File: src/hw/rtl/stpg_pkg.sv
// Package of the stepper step pulse generator.
// Holds widths, register codes, reset values and the command structs.
// Used by every other RTL file but stpg_checker; depends on nothing.
`default_nettype none

package stpg_pkg;

    // Field and storage widths.
    localparam int HP_W        = 16;   // half period in base ticks
    localparam int SC_W        = 32;   // step counter
    localparam int STEP_CNT_W  = 32;   // step_count field
    localparam int RPM_W       = 16;
    localparam int SPR_W       = 16;
    localparam int TICK_RATE_W = 27;

    // Divider width and its step counter.
    localparam int DIV_W     = 32;
    localparam int DIV_CNT_W = $clog2(DIV_W + 1);

    // Configuration port.
    localparam int CFG_IDX_W  = 1;
    localparam int CFG_DATA_W = 27;

    localparam logic [CFG_IDX_W-1:0] REG_STEPS_PER_REV = 1'd0;
    localparam logic [CFG_IDX_W-1:0] REG_TICK_RATE_HZ  = 1'd1;

    localparam logic [SPR_W-1:0]       SPR_RESET       = 16'd200;
    localparam logic [TICK_RATE_W-1:0] TICK_RATE_RESET = 27'd1000000;

    // Steps per second are rpm times steps per revolution over sixty. The
    // product is divided by four with a shift, then by fifteen through the
    // reciprocal 2^34 / 15 rounded up, which is exact for any 30-bit value.
    localparam int SPS_PRE_SHIFT = 2;
    localparam int SPS_RECIP_W   = 31;
    localparam int SPS_SHIFT     = 34;
    localparam logic [SPS_RECIP_W-1:0] SPS_RECIP = 31'd1145324613;
    localparam int SPS_MUL_W     = DIV_W - SPS_PRE_SHIFT + SPS_RECIP_W;

    // Largest half period, held one bit wider than the divider word.
    localparam logic [DIV_W:0] HP_MAX_EXT = (33'd1 << HP_W) - 33'd1;

    // Command codes of an input item.
    localparam logic CMD_TICK  = 1'b0;
    localparam logic CMD_START = 1'b1;

    // Commands from the controller to the datapath.
    typedef struct packed {
        logic accept_quick;   // item finished as it is taken
        logic begin_move;     // start command taken, product registered
        logic div_step;       // advance the divider by one bit
        logic div_second;     // scale to steps per second, start the divider
        logic finish;         // apply the computed half period
    } t_ctrl_cmd;

    // Status from the datapath to the controller.
    typedef struct packed {
        logic long_start;     // start item that needs the divider
        logic div_done;       // divider has no bits left
    } t_dp_status;

endpackage

`default_nettype wire

File: src/hw/rtl/stpg_if.sv
// Valid/ready channel interfaces of the stepper step pulse generator.
// One interface for input items and one for result items; uses stpg_pkg.
`default_nettype none

interface stpg_in_if;
    logic                              valid;
    logic                              ready;
    logic                              command;
    logic [stpg_pkg::STEP_CNT_W-1:0]   step_count;
    logic                              direction;
    logic [stpg_pkg::RPM_W-1:0]        speed_rpm;

    modport source (output valid, command, step_count, direction, speed_rpm,
                    input ready);
    modport sink   (input valid, command, step_count, direction, speed_rpm,
                    output ready);
endinterface

interface stpg_out_if;
    logic valid;
    logic ready;
    logic step_level;
    logic dir_level;
    logic busy_res;
    logic done_res;
    logic error;

    modport source (output valid, step_level, dir_level, busy_res, done_res, error,
                    input ready);
    modport sink   (input valid, step_level, dir_level, busy_res, done_res, error,
                    output ready);
endinterface

`default_nettype wire

File: src/hw/rtl/stpg_div.sv
// Radix-2 restoring divider, one quotient bit per step.
// Divides the tick rate by the steps per second at a move start; uses stpg_pkg.
`default_nettype none

module stpg_div (
    input  wire logic                       i_clk,
    input  wire logic                       i_rst_n,
    input  wire logic                       i_start,
    input  wire logic                       i_step,
    input  wire logic [stpg_pkg::DIV_W-1:0] i_dividend,
    input  wire logic [stpg_pkg::DIV_W-1:0] i_divisor,
    output logic      [stpg_pkg::DIV_W-1:0] o_quotient,
    output logic                            o_done
);

    logic [stpg_pkg::DIV_W-1:0]     r_rem, n_rem;
    logic [stpg_pkg::DIV_W-1:0]     r_quo, n_quo;
    logic [stpg_pkg::DIV_W-1:0]     r_div;
    logic [stpg_pkg::DIV_CNT_W-1:0] r_cnt;
    logic [stpg_pkg::DIV_W:0]       rem_sh;
    logic [stpg_pkg::DIV_W+1:0]     diff;
    logic                           fits;

    assign o_done     = (r_cnt == stpg_pkg::DIV_CNT_W'(stpg_pkg::DIV_W));
    assign o_quotient = r_quo;

    // Shift in the next dividend bit and try to subtract the divisor.
    always_comb begin
        rem_sh = {r_rem, r_quo[stpg_pkg::DIV_W-1]};
        diff   = {1'b0, rem_sh} - {2'b00, r_div};
        fits   = !diff[stpg_pkg::DIV_W+1];
        n_rem  = fits ? diff[stpg_pkg::DIV_W-1:0] : rem_sh[stpg_pkg::DIV_W-1:0];
        n_quo  = {r_quo[stpg_pkg::DIV_W-2:0], fits};
    end

    // The step counter is control state; it rests at the done value.
    always_ff @(posedge i_clk) begin
        if (!i_rst_n) begin
            r_cnt <= stpg_pkg::DIV_CNT_W'(stpg_pkg::DIV_W);
        end else if (i_start) begin
            r_cnt <= '0;
        end else if (i_step && !o_done) begin
            r_cnt <= r_cnt + 1'b1;
        end
    end

    // The quotient register holds the dividend bits until they shift out.
    always_ff @(posedge i_clk) begin
        if (i_start) begin
            r_rem <= '0;
            r_quo <= i_dividend;
            r_div <= i_divisor;
        end else if (i_step && !o_done) begin
            r_rem <= n_rem;
            r_quo <= n_quo;
        end
    end

endmodule

`default_nettype wire

File: src/hw/rtl/stpg_datapath.sv
// Datapath of the stepper step pulse generator: configuration registers,
// motion state, the divider and the result register.
// Depends on stpg_pkg and stpg_div.
`default_nettype none

module stpg_datapath (
    input  wire logic                            i_clk,
    input  wire logic                            i_rst_n,
    input  wire stpg_pkg::t_ctrl_cmd             i_cmd,
    output stpg_pkg::t_dp_status                 o_status,
    input  wire logic                            i_cfg_we,
    input  wire logic [stpg_pkg::CFG_IDX_W-1:0]  i_cfg_idx,
    input  wire logic [stpg_pkg::CFG_DATA_W-1:0] i_cfg_data,
    input  wire logic                            i_command,
    input  wire logic [stpg_pkg::STEP_CNT_W-1:0] i_step_count,
    input  wire logic                            i_direction,
    input  wire logic [stpg_pkg::RPM_W-1:0]      i_speed_rpm,
    output logic                                 o_step_level,
    output logic                                 o_dir_level,
    output logic                                 o_busy_res,
    output logic                                 o_done_res,
    output logic                                 o_error
);

    // Configuration.
    logic [stpg_pkg::SPR_W-1:0]       r_spr;
    logic [stpg_pkg::TICK_RATE_W-1:0] r_tick_rate;

    // Motion state.
    logic                      r_dir, n_dir;
    logic                      r_step, n_step;
    logic                      r_busy, n_busy;
    logic [stpg_pkg::HP_W-1:0] r_half, n_half;
    logic [stpg_pkg::HP_W-1:0] r_tick_cnt, n_tick_cnt;
    logic [stpg_pkg::SC_W-1:0] r_steps_left, n_steps_left;

    // Move operands held while the divider runs.
    logic [stpg_pkg::SC_W-1:0]  r_cnt_pend;
    logic [stpg_pkg::DIV_W-1:0] r_prod;
    logic [stpg_pkg::DIV_W-1:0] r_sps;

    // Result payload.
    logic r_o_step, r_o_dir, r_o_busy, r_o_done, r_o_err;
    logic n_done, n_err;

    // Divider hookup.
    logic                           div_start;
    logic [stpg_pkg::DIV_W-1:0]     div_dividend;
    logic [stpg_pkg::DIV_W-1:0]     div_divisor;
    logic [stpg_pkg::DIV_W-1:0]     div_quo;
    logic                           div_done;
    logic [stpg_pkg::DIV_W-1:0]     prod;
    logic [stpg_pkg::SPS_MUL_W-1:0] sps_wide;
    logic [stpg_pkg::DIV_W-1:0]     sps;
    logic [stpg_pkg::DIV_W-2:0]     half_q;
    logic [stpg_pkg::HP_W-1:0]      half_sat;
    logic                           load_out;

    assign o_status.long_start = (i_command == stpg_pkg::CMD_START) && !r_busy
                                 && (i_speed_rpm != '0);
    assign o_status.div_done   = div_done;

    // Configuration writes.
    always_ff @(posedge i_clk) begin
        if (!i_rst_n) begin
            r_spr       <= stpg_pkg::SPR_RESET;
            r_tick_rate <= stpg_pkg::TICK_RATE_RESET;
        end else if (i_cfg_we) begin
            case (i_cfg_idx)
                stpg_pkg::REG_STEPS_PER_REV: r_spr <= i_cfg_data[stpg_pkg::SPR_W-1:0];
                stpg_pkg::REG_TICK_RATE_HZ:  r_tick_rate <= i_cfg_data;
                default: ;
            endcase
        end
    end

    // The product rpm times steps per revolution is registered when the
    // start command is taken; the next cycle scales it by one sixtieth and
    // hands the tick rate and the steps per second to the divider.
    assign prod     = stpg_pkg::DIV_W'(i_speed_rpm) * stpg_pkg::DIV_W'(r_spr);
    assign sps_wide = stpg_pkg::SPS_MUL_W'(r_prod[stpg_pkg::DIV_W-1:stpg_pkg::SPS_PRE_SHIFT])
                      * stpg_pkg::SPS_MUL_W'(stpg_pkg::SPS_RECIP);
    assign sps      = stpg_pkg::DIV_W'(sps_wide >> stpg_pkg::SPS_SHIFT);

    assign div_start    = i_cmd.div_second;
    assign div_dividend = stpg_pkg::DIV_W'(r_tick_rate);
    assign div_divisor  = sps;

    stpg_div u_div (
        .i_clk      (i_clk),
        .i_rst_n    (i_rst_n),
        .i_start    (div_start),
        .i_step     (i_cmd.div_step),
        .i_dividend (div_dividend),
        .i_divisor  (div_divisor),
        .o_quotient (div_quo),
        .o_done     (div_done)
    );

    // Halve the quotient and clamp it to the half period range.
    always_comb begin
        half_q = div_quo[stpg_pkg::DIV_W-1:1];
        if ({2'b00, half_q} > stpg_pkg::HP_MAX_EXT) begin
            half_sat = '1;
        end else begin
            half_sat = stpg_pkg::HP_W'({2'b00, half_q});
        end
    end

    // Next motion state for an item finished without the divider, the taking of a move start, or its end.
    always_comb begin
        n_dir        = r_dir;
        n_step       = r_step;
        n_busy       = r_busy;
        n_half       = r_half;
        n_tick_cnt   = r_tick_cnt;
        n_steps_left = r_steps_left;
        n_done       = 1'b0;
        n_err        = 1'b0;

        if (i_cmd.accept_quick) begin
            if (i_command == stpg_pkg::CMD_START) begin
                // Refused start: busy, or zero speed (then the direction is still latched).
                n_err = 1'b1;
                if (!r_busy) begin
                    n_dir = i_direction;
                end
            end else if (r_busy) begin
                n_tick_cnt = r_tick_cnt + 1'b1;
                if (n_tick_cnt >= r_half) begin
                    n_tick_cnt = '0;
                    if (r_step) begin
                        n_step = 1'b0;
                    end else begin
                        n_steps_left = r_steps_left - 1'b1;
                        if (n_steps_left == '0) begin
                            n_busy = 1'b0;
                            n_done = 1'b1;
                        end else begin
                            n_step = 1'b1;
                        end
                    end
                end
            end
        end else if (i_cmd.begin_move) begin
            n_dir = i_direction;
        end else if (i_cmd.finish) begin
            if (r_sps == '0 || half_sat == '0) begin
                n_err = 1'b1;
            end else if (r_cnt_pend == '0) begin
                n_done = 1'b1;
            end else begin
                n_half       = half_sat;
                n_tick_cnt   = '0;
                n_steps_left = r_cnt_pend;
                n_step       = 1'b1;
                n_busy       = 1'b1;
            end
        end
    end

    // Motion state registers.
    always_ff @(posedge i_clk) begin
        if (!i_rst_n) begin
            r_dir        <= 1'b0;
            r_step       <= 1'b0;
            r_busy       <= 1'b0;
            r_half       <= '0;
            r_tick_cnt   <= '0;
            r_steps_left <= '0;
        end else begin
            r_dir        <= n_dir;
            r_step       <= n_step;
            r_busy       <= n_busy;
            r_half       <= n_half;
            r_tick_cnt   <= n_tick_cnt;
            r_steps_left <= n_steps_left;
        end
    end

    // Operands kept for the end of a move start.
    always_ff @(posedge i_clk) begin
        if (i_cmd.begin_move) begin
            r_cnt_pend <= i_step_count[stpg_pkg::SC_W-1:0];
            r_prod     <= prod;
        end
        if (i_cmd.div_second) begin
            r_sps <= sps;
        end
    end

    // Result register, loaded whenever an item completes.
    assign load_out = i_cmd.accept_quick || i_cmd.finish;

    always_ff @(posedge i_clk) begin
        if (load_out) begin
            r_o_step <= n_step;
            r_o_dir  <= n_dir;
            r_o_busy <= n_busy;
            r_o_done <= n_done;
            r_o_err  <= n_err;
        end
    end

    assign o_step_level = r_o_step;
    assign o_dir_level  = r_o_dir;
    assign o_busy_res   = r_o_busy;
    assign o_done_res   = r_o_done;
    assign o_error      = r_o_err;

endmodule

`default_nettype wire

File: src/hw/rtl/stpg_ctrl.sv
// Controller of the stepper step pulse generator: handshakes, the result
// valid flag and the sequence of a move start through the divider.
// Depends on stpg_pkg.
`default_nettype none

module stpg_ctrl (
    input  wire logic                 i_clk,
    input  wire logic                 i_rst_n,
    input  wire logic                 i_in_valid,
    output logic                      o_in_ready,
    output logic                      o_out_valid,
    input  wire logic                 i_out_ready,
    input  wire stpg_pkg::t_dp_status i_status,
    output stpg_pkg::t_ctrl_cmd       o_cmd
);

    typedef enum logic [2:0] {
        S_IDLE     = 3'b001,
        S_DIV_SPS  = 3'b010,
        S_DIV_HALF = 3'b100
    } t_ctrl_state;

    t_ctrl_state r_state, n_state;
    logic        r_out_valid;
    logic        out_free;
    logic        accept;

    // The result register may be loaded when empty or being emptied.
    assign out_free    = !r_out_valid || i_out_ready;
    assign o_in_ready  = (r_state == S_IDLE) && out_free;
    assign accept      = i_in_valid && o_in_ready;
    assign o_out_valid = r_out_valid;

    // Item acceptance and the sequencing of a move start: scale the product, run the divider, load the result.
    always_comb begin
        n_state = r_state;
        o_cmd   = '0;
        case (r_state)
            S_IDLE: begin
                if (accept) begin
                    if (i_status.long_start) begin
                        o_cmd.begin_move = 1'b1;
                        n_state          = S_DIV_SPS;
                    end else begin
                        o_cmd.accept_quick = 1'b1;
                    end
                end
            end
            S_DIV_SPS: begin
                o_cmd.div_second = 1'b1;
                n_state          = S_DIV_HALF;
            end
            S_DIV_HALF: begin
                if (!i_status.div_done) begin
                    o_cmd.div_step = 1'b1;
                end else if (out_free) begin
                    o_cmd.finish = 1'b1;
                    n_state      = S_IDLE;
                end
            end
            default: begin
                n_state = S_IDLE;
            end
        endcase
    end

    always_ff @(posedge i_clk) begin
        if (!i_rst_n) begin
            r_state     <= S_IDLE;
            r_out_valid <= 1'b0;
        end else begin
            r_state <= n_state;
            if (o_cmd.accept_quick || o_cmd.finish) begin
                r_out_valid <= 1'b1;
            end else if (i_out_ready) begin
                r_out_valid <= 1'b0;
            end
        end
    end

endmodule

`default_nettype wire

File: src/hw/rtl/stepper_step_pulse_generator_core.sv
// Top level of the stepper step pulse generator.
// Joins stpg_ctrl and stpg_datapath to the channel interfaces of stpg_if.
//
// Each input item gives exactly one result item. A tick item, and a start
// command that is refused at once (busy, or zero speed), is finished as
// it is taken, so ticks stream at one per cycle while results are taken.
// A start command with a nonzero speed while not busy holds the input while
// it takes the command and registers rpm times the steps per revolution,
// scales that by one sixtieth into steps per second and loads the divider,
// runs the radix-2 divider bit by bit for the tick rate over the steps per
// second, and loads the result. A new item is taken only in the idle state
// while the result register is empty or being read in the same cycle, so a
// consumer that holds off stalls the input as soon as one result waits.
`default_nettype none

module stepper_step_pulse_generator_core (
    input  wire logic                            i_clk,
    input  wire logic                            i_rst_n,
    stpg_in_if.sink                              i_in,
    stpg_out_if.source                           o_out,
    input  wire logic                            i_cfg_we,
    input  wire logic [stpg_pkg::CFG_IDX_W-1:0]  i_cfg_idx,
    input  wire logic [stpg_pkg::CFG_DATA_W-1:0] i_cfg_data
);

    stpg_pkg::t_ctrl_cmd  ctrl_cmd;
    stpg_pkg::t_dp_status dp_status;

    stpg_ctrl u_ctrl (
        .i_clk       (i_clk),
        .i_rst_n     (i_rst_n),
        .i_in_valid  (i_in.valid),
        .o_in_ready  (i_in.ready),
        .o_out_valid (o_out.valid),
        .i_out_ready (o_out.ready),
        .i_status    (dp_status),
        .o_cmd       (ctrl_cmd)
    );

    stpg_datapath u_datapath (
        .i_clk        (i_clk),
        .i_rst_n      (i_rst_n),
        .i_cmd        (ctrl_cmd),
        .o_status     (dp_status),
        .i_cfg_we     (i_cfg_we),
        .i_cfg_idx    (i_cfg_idx),
        .i_cfg_data   (i_cfg_data),
        .i_command    (i_in.command),
        .i_step_count (i_in.step_count),
        .i_direction  (i_in.direction),
        .i_speed_rpm  (i_in.speed_rpm),
        .o_step_level (o_out.step_level),
        .o_dir_level  (o_out.dir_level),
        .o_busy_res   (o_out.busy_res),
        .o_done_res   (o_out.done_res),
        .o_error      (o_out.error)
    );

endmodule

`default_nettype wire

File: src/flat_wrapper.sv
// flat-port wrapper written by rule: the top's interface ports become plain ports
module stepper_step_pulse_generator_core_flat 
  (i_clk, i_rst_n, i_cfg_we, i_cfg_idx, i_cfg_data, i_in_valid, i_in_command, i_in_step_count, i_in_direction, i_in_speed_rpm, i_in_ready, o_out_valid, o_out_step_level, o_out_dir_level, o_out_busy_res, o_out_done_res, o_out_error, o_out_ready);
  stpg_in_if i_in_i ();
  stpg_out_if o_out_i ();
  input  wire logic i_clk;
  input  wire logic i_rst_n;
  input  wire logic i_cfg_we;
  input  wire logic [stpg_pkg::CFG_IDX_W-1:0] i_cfg_idx;
  input  wire logic [stpg_pkg::CFG_DATA_W-1:0] i_cfg_data;
  input wire logic [$bits(i_in_i.valid)-1:0] i_in_valid;
  input wire logic [$bits(i_in_i.command)-1:0] i_in_command;
  input wire logic [$bits(i_in_i.step_count)-1:0] i_in_step_count;
  input wire logic [$bits(i_in_i.direction)-1:0] i_in_direction;
  input wire logic [$bits(i_in_i.speed_rpm)-1:0] i_in_speed_rpm;
  output wire logic [$bits(i_in_i.ready)-1:0] i_in_ready;
  output wire logic [$bits(o_out_i.valid)-1:0] o_out_valid;
  output wire logic [$bits(o_out_i.step_level)-1:0] o_out_step_level;
  output wire logic [$bits(o_out_i.dir_level)-1:0] o_out_dir_level;
  output wire logic [$bits(o_out_i.busy_res)-1:0] o_out_busy_res;
  output wire logic [$bits(o_out_i.done_res)-1:0] o_out_done_res;
  output wire logic [$bits(o_out_i.error)-1:0] o_out_error;
  input wire logic [$bits(o_out_i.ready)-1:0] o_out_ready;
  assign i_in_i.valid = i_in_valid;
  assign i_in_i.command = i_in_command;
  assign i_in_i.step_count = i_in_step_count;
  assign i_in_i.direction = i_in_direction;
  assign i_in_i.speed_rpm = i_in_speed_rpm;
  assign i_in_ready = i_in_i.ready;
  assign o_out_valid = o_out_i.valid;
  assign o_out_step_level = o_out_i.step_level;
  assign o_out_dir_level = o_out_i.dir_level;
  assign o_out_busy_res = o_out_i.busy_res;
  assign o_out_done_res = o_out_i.done_res;
  assign o_out_error = o_out_i.error;
  assign o_out_i.ready = o_out_ready;
  stepper_step_pulse_generator_core u_core (.i_clk(i_clk), .i_rst_n(i_rst_n), .i_in(i_in_i), .o_out(o_out_i), .i_cfg_we(i_cfg_we), .i_cfg_idx(i_cfg_idx), .i_cfg_data(i_cfg_data));
endmodule
File: config.mk
export PLATFORM = sky130hd
export DESIGN_NAME = stepper_step_pulse_generator_core_flat
export DESIGN_NICKNAME = d
export VERILOG_FILES = /design/src/hw/rtl/stpg_pkg.sv /design/src/hw/rtl/stpg_if.sv /design/src/hw/rtl/stpg_div.sv /design/src/hw/rtl/stpg_datapath.sv /design/src/hw/rtl/stpg_ctrl.sv /design/src/hw/rtl/stepper_step_pulse_generator_core.sv /design/src/flat_wrapper.sv
export SDC_FILE = /design/constraint.sdc
export NUM_CORES = 2
export LEC_CHECK = 0
export ABC_AREA = 1
export BUFFER_PORTS_ARGS = -buffer_cell sky130_fd_sc_hd__buf_4
export CAP_MARGIN = 20
export CORE_AREA = 4 4 252 377
export DETAILED_ROUTE_END_ITERATION = 8
export DIE_AREA = 0 0 256 381
export GPL_TIMING_DRIVEN = 0
export PLACE_DENSITY = 0.57
export SLEW_MARGIN = 25
export SYNTH_ARGS = -nofsm -noshare
export SYNTH_HDL_FRONTEND = slang
export SYNTH_SLANG_ARGS = --single-unit
export TNS_END_PERCENT = 5
File: constraint.sdc
create_clock -name i_clk -period 17.3 [get_ports i_clk]
set_input_delay 3.46 -clock i_clk [delete_from_list [all_inputs] [get_ports i_clk]]
set_output_delay 3.46 -clock i_clk [all_outputs]
set_load 0.005 [all_outputs]
==> flow_metrics.tcl <==
set metrics [dict create \
    synth_top_area_share_pct 19.95 \
    postCtsHoldBufs 0 \
    min_path_type "reg -> reg" \
    synth_seq_area_share_pct 21.24 \
    cts_tree "done" \
    drive_gt1_share_pct 4.382 \
    die-area_um2 97540 \
    routedWlPerCell_um 17.55 \
    r2r.worst_path.cells 24 \
    drt_iter0_markers 1270 \
    wl_um 94710 \
    path_class "in -> reg" \
    min_from "u_core.u_datapath.u_div.r_rem[31]$_SDFFE_PP0P_" \
    start_kind "input port" \
    ios 90 \
    cp.required_ns 17.65 \
    core_um2 91550 \
    synth_cells 4088 \
    r2r_start "u_core.u_datapath.r_spr[9]$_SDFFE_PN0P_" \
    timing.rr.end "u_core.u_datapath.r_prod[29]$_DFFE_PP_" \
    min_path_cells 2 \
    hold_viol 0 \
    yosys.area.top_type "fa_1" \
    grtUsageMet2_pct 38.88 \
    end_kind "flip-flop" \
    grt_util_all_layers_pct 19.29 \
    antenna_found_initial 3 \
    grt_pass1_vias 27810 \
    synth_cell_types 49 \
    cp-startpoint "i_in_speed_rpm[8]" \
    synthArstFlopShare_pct 0 \
    ys_warn_count 0 \
    cts_buffer_depth 3 \
    drt_pass1_iterations 5 \
    initial_core_util_pct 34.86 \
    setup_violations 0 \
    vias_per_cell 4.877 \
    final_cell_mix "858 x nand2_1, 823 x inv_1, 424 x ha_1" \
    cts_buffers 31 \
    dp_hpwl_um 80940 \
    final_core_util_pct 38.43 \
    syn_to_final_growth_pct 10.26 \
    clock_skew_ns 0.03940 \
    fmax_mhz 107.2 \
    dieHeight_um 381 \
    mappedNetlistArea_um2 31910 \
    synth-edff-count 121 \
    finalMaxSlewViolations 0 \
    critPathCapture "u_core.u_datapath.r_prod[29]$_DFFE_PP_" \
    finalCriticalPeriod_ns 9.326 \
    use_met1_pct 20.32 \
    worst_slew_pin_slew_ns 0.8548 \
    post_cts_resize_count 0 \
    clkLatencyLatePin_ns 0.63 \
    gp_congestion 0.9819 \
    grt_pass1_wl_um 149500 \
    finalCritPeriodShare_pct 53.91 \
    grt_max_degree 36 \
    cts_sinks 278 \
    ant_nets 0 \
    num_vias 26310 \
    grt-busiest-layer "met2" \
    arrival_ns 9.68 \
    row_count 136 \
    ys.flop_type "dfxtp_1" \
    rsz0062_at_grt "false" \
    regToRegSetupSlack_ns 10.49 \
    post_cts_buffers 0 \
    syn_area_per_cell_um2 7.806 \
    grt_remaining_overflow 0 \
    clkTransAtPathRegs_ns 0.06 \
    syn-num-nets 4913 \
    num-fill-cells 9605 \
    dieWidth_um 256 \
    grtUsageMet3_pct 1.250 \
    synth_area_leaders "fa_1 20%, ha_1 17%, edfxtp_1 11%, nand2_1 10%, dfxtp_1 9.8%" \
    synth-seq-cells 278 \
    nets 5022 \
    htree_levels 1 \
    final_common_cell "nand2_1" \
    diodes 0 \
    portBuffers 72 \
    cap_violations 0 \
    cp_max_fo 10 \
    finalSetupTns_ns 0 \
    cts_root_buf "clkbuf_16" \
    hold-worst-slack_ns 0.4587 \
    status "completed" \
    drc_errors 0 \
    maxSlewHeadroom_pct 43.01 \
]
[metrics by stage]
stage               instances  instance area (um^2)  worst slack (ns)
global route             5395                 35180             7.666
global placement         5333                 33920             7.346
detailed placement       5337                 34030             7.309
CTS                      5395                 35180             7.955
finish                   5395                 35180             7.974
floorplan                4088                 31910             8.359
[logic make-up (layout without fill, tap and decap cells)]
| group | after synthesis | in the layout | synth area share [%] |
|---|---|---|---|
| multiplexers | 1 | 1 | 0.03137 |
| flip-flops | 278 | 278 | 21.24 |
| buffers and inverters | 947 | 1081 | 11.39 |
| XOR/XNOR | 101 | 101 | 2.772 |
| AO/OA/AOI/OAI | 506 | 506 | 8.783 |
| AND/OR/NAND/NOR | 1513 | 1513 | 19.21 |
| adder cells (fa/ha/maj) | 742 | 742 | 36.57 |
[worst min-delay path by stage]
stage,to
after floorplan,u_core.u_datapath.u_div.r_rem[31]$_SDFFE_PP0P_
after global placement,u_core.u_datapath.u_div.r_rem[31]$_SDFFE_PP0P_
after detailed placement,u_core.u_datapath.u_div.r_rem[31]$_SDFFE_PP0P_
after CTS,u_core.u_datapath.u_div.r_rem[31]$_SDFFE_PP0P_
after global routing,u_core.u_datapath.u_div.r_rem[31]$_SDFFE_PP0P_
final,u_core.u_datapath.u_div.r_rem[31]$_SDFFE_PP0P_
[state kept, by name, summed over array words and instances, names as in the netlist, 3 cells and up]
signal,cells
u_core.u_datapath.r_cnt_pend,32
u_core.u_datapath.r_steps_left,32
u_core.u_datapath.u_div.o_quotient,32
u_core.u_datapath.u_div.r_rem,32
u_core.u_datapath.r_prod,30
u_core.u_datapath.r_tick_rate,27
u_core.u_datapath.u_div.r_div,27
u_core.u_datapath.r_half,16
u_core.u_datapath.r_spr,16
u_core.u_datapath.r_tick_cnt,16
u_core.u_datapath.u_div.r_cnt,6
u_core.u_ctrl.r_state,3
[cell type report]
cell class              instances  area [um^2]  share of cell area, %
clock buffers                  40        880.8                  2.504
clock inverters                18        272.8                 0.7753
repair buffers                 76        635.6                  1.807
multi-input cells            2863        21510                  61.15
well taps                    1173         1468                  4.171
flip-flops and latches        278         6777                  19.26
plain buffers                 118        524.3                  1.490
inverters                     829         3113                  8.848
[cell usage after synthesis, types with 17 or more instances]
| cell type | count |
|---|---|
| a31oi_1 | 35 |
| nor4_1 | 20 |
| o21ai_0 | 193 |
| dfxtp_1 | 157 |
| nand3_1 | 123 |
| clkbuf_1 | 85 |
| xnor2_1 | 40 |
| a211oi_1 | 17 |
| nand2_1 | 858 |
| nor2_1 | 407 |
| fa_1 | 318 |
| a21oi_1 | 176 |
| edfxtp_1 | 121 |
| nor3_1 | 41 |
| xor2_1 | 61 |
| ha_1 | 424 |
| nand4_1 | 39 |
| inv_1 | 823 |
[layer usage]
layer / routed length (um) / vias up
li1: - / 13080
met1: 35080 / 12560
met2: 52720 / 482
met3: 2181 / 190
met4: 4729 / 0
met5: 0 / -
[critical path, stage by stage]
cell,delay (ns)
clkbuf_1,0.49
clkbuf_1,0.54
nand2_1,0.16
fa_1,0.55
inv_1,0.05
fa_1,0.53
inv_1,0.05
fa_1,0.50
inv_1,0.05
fa_1,0.51
inv_1,0.07
fa_1,0.55
inv_1,0.06
fa_1,0.47
ha_1,0.41
a21oi_1,0.22
o21ai_0,0.09
inv_1,0.07
o21ai_0,0.07
nand2_1,0.06
nand3_1,0.13
a21oi_1,0.28
o21bai_1,0.12
xor2_1,0.16
Power is not shown: default switching activity piles up to over one toggle a cycle in this logic, so the estimate is an artifact.
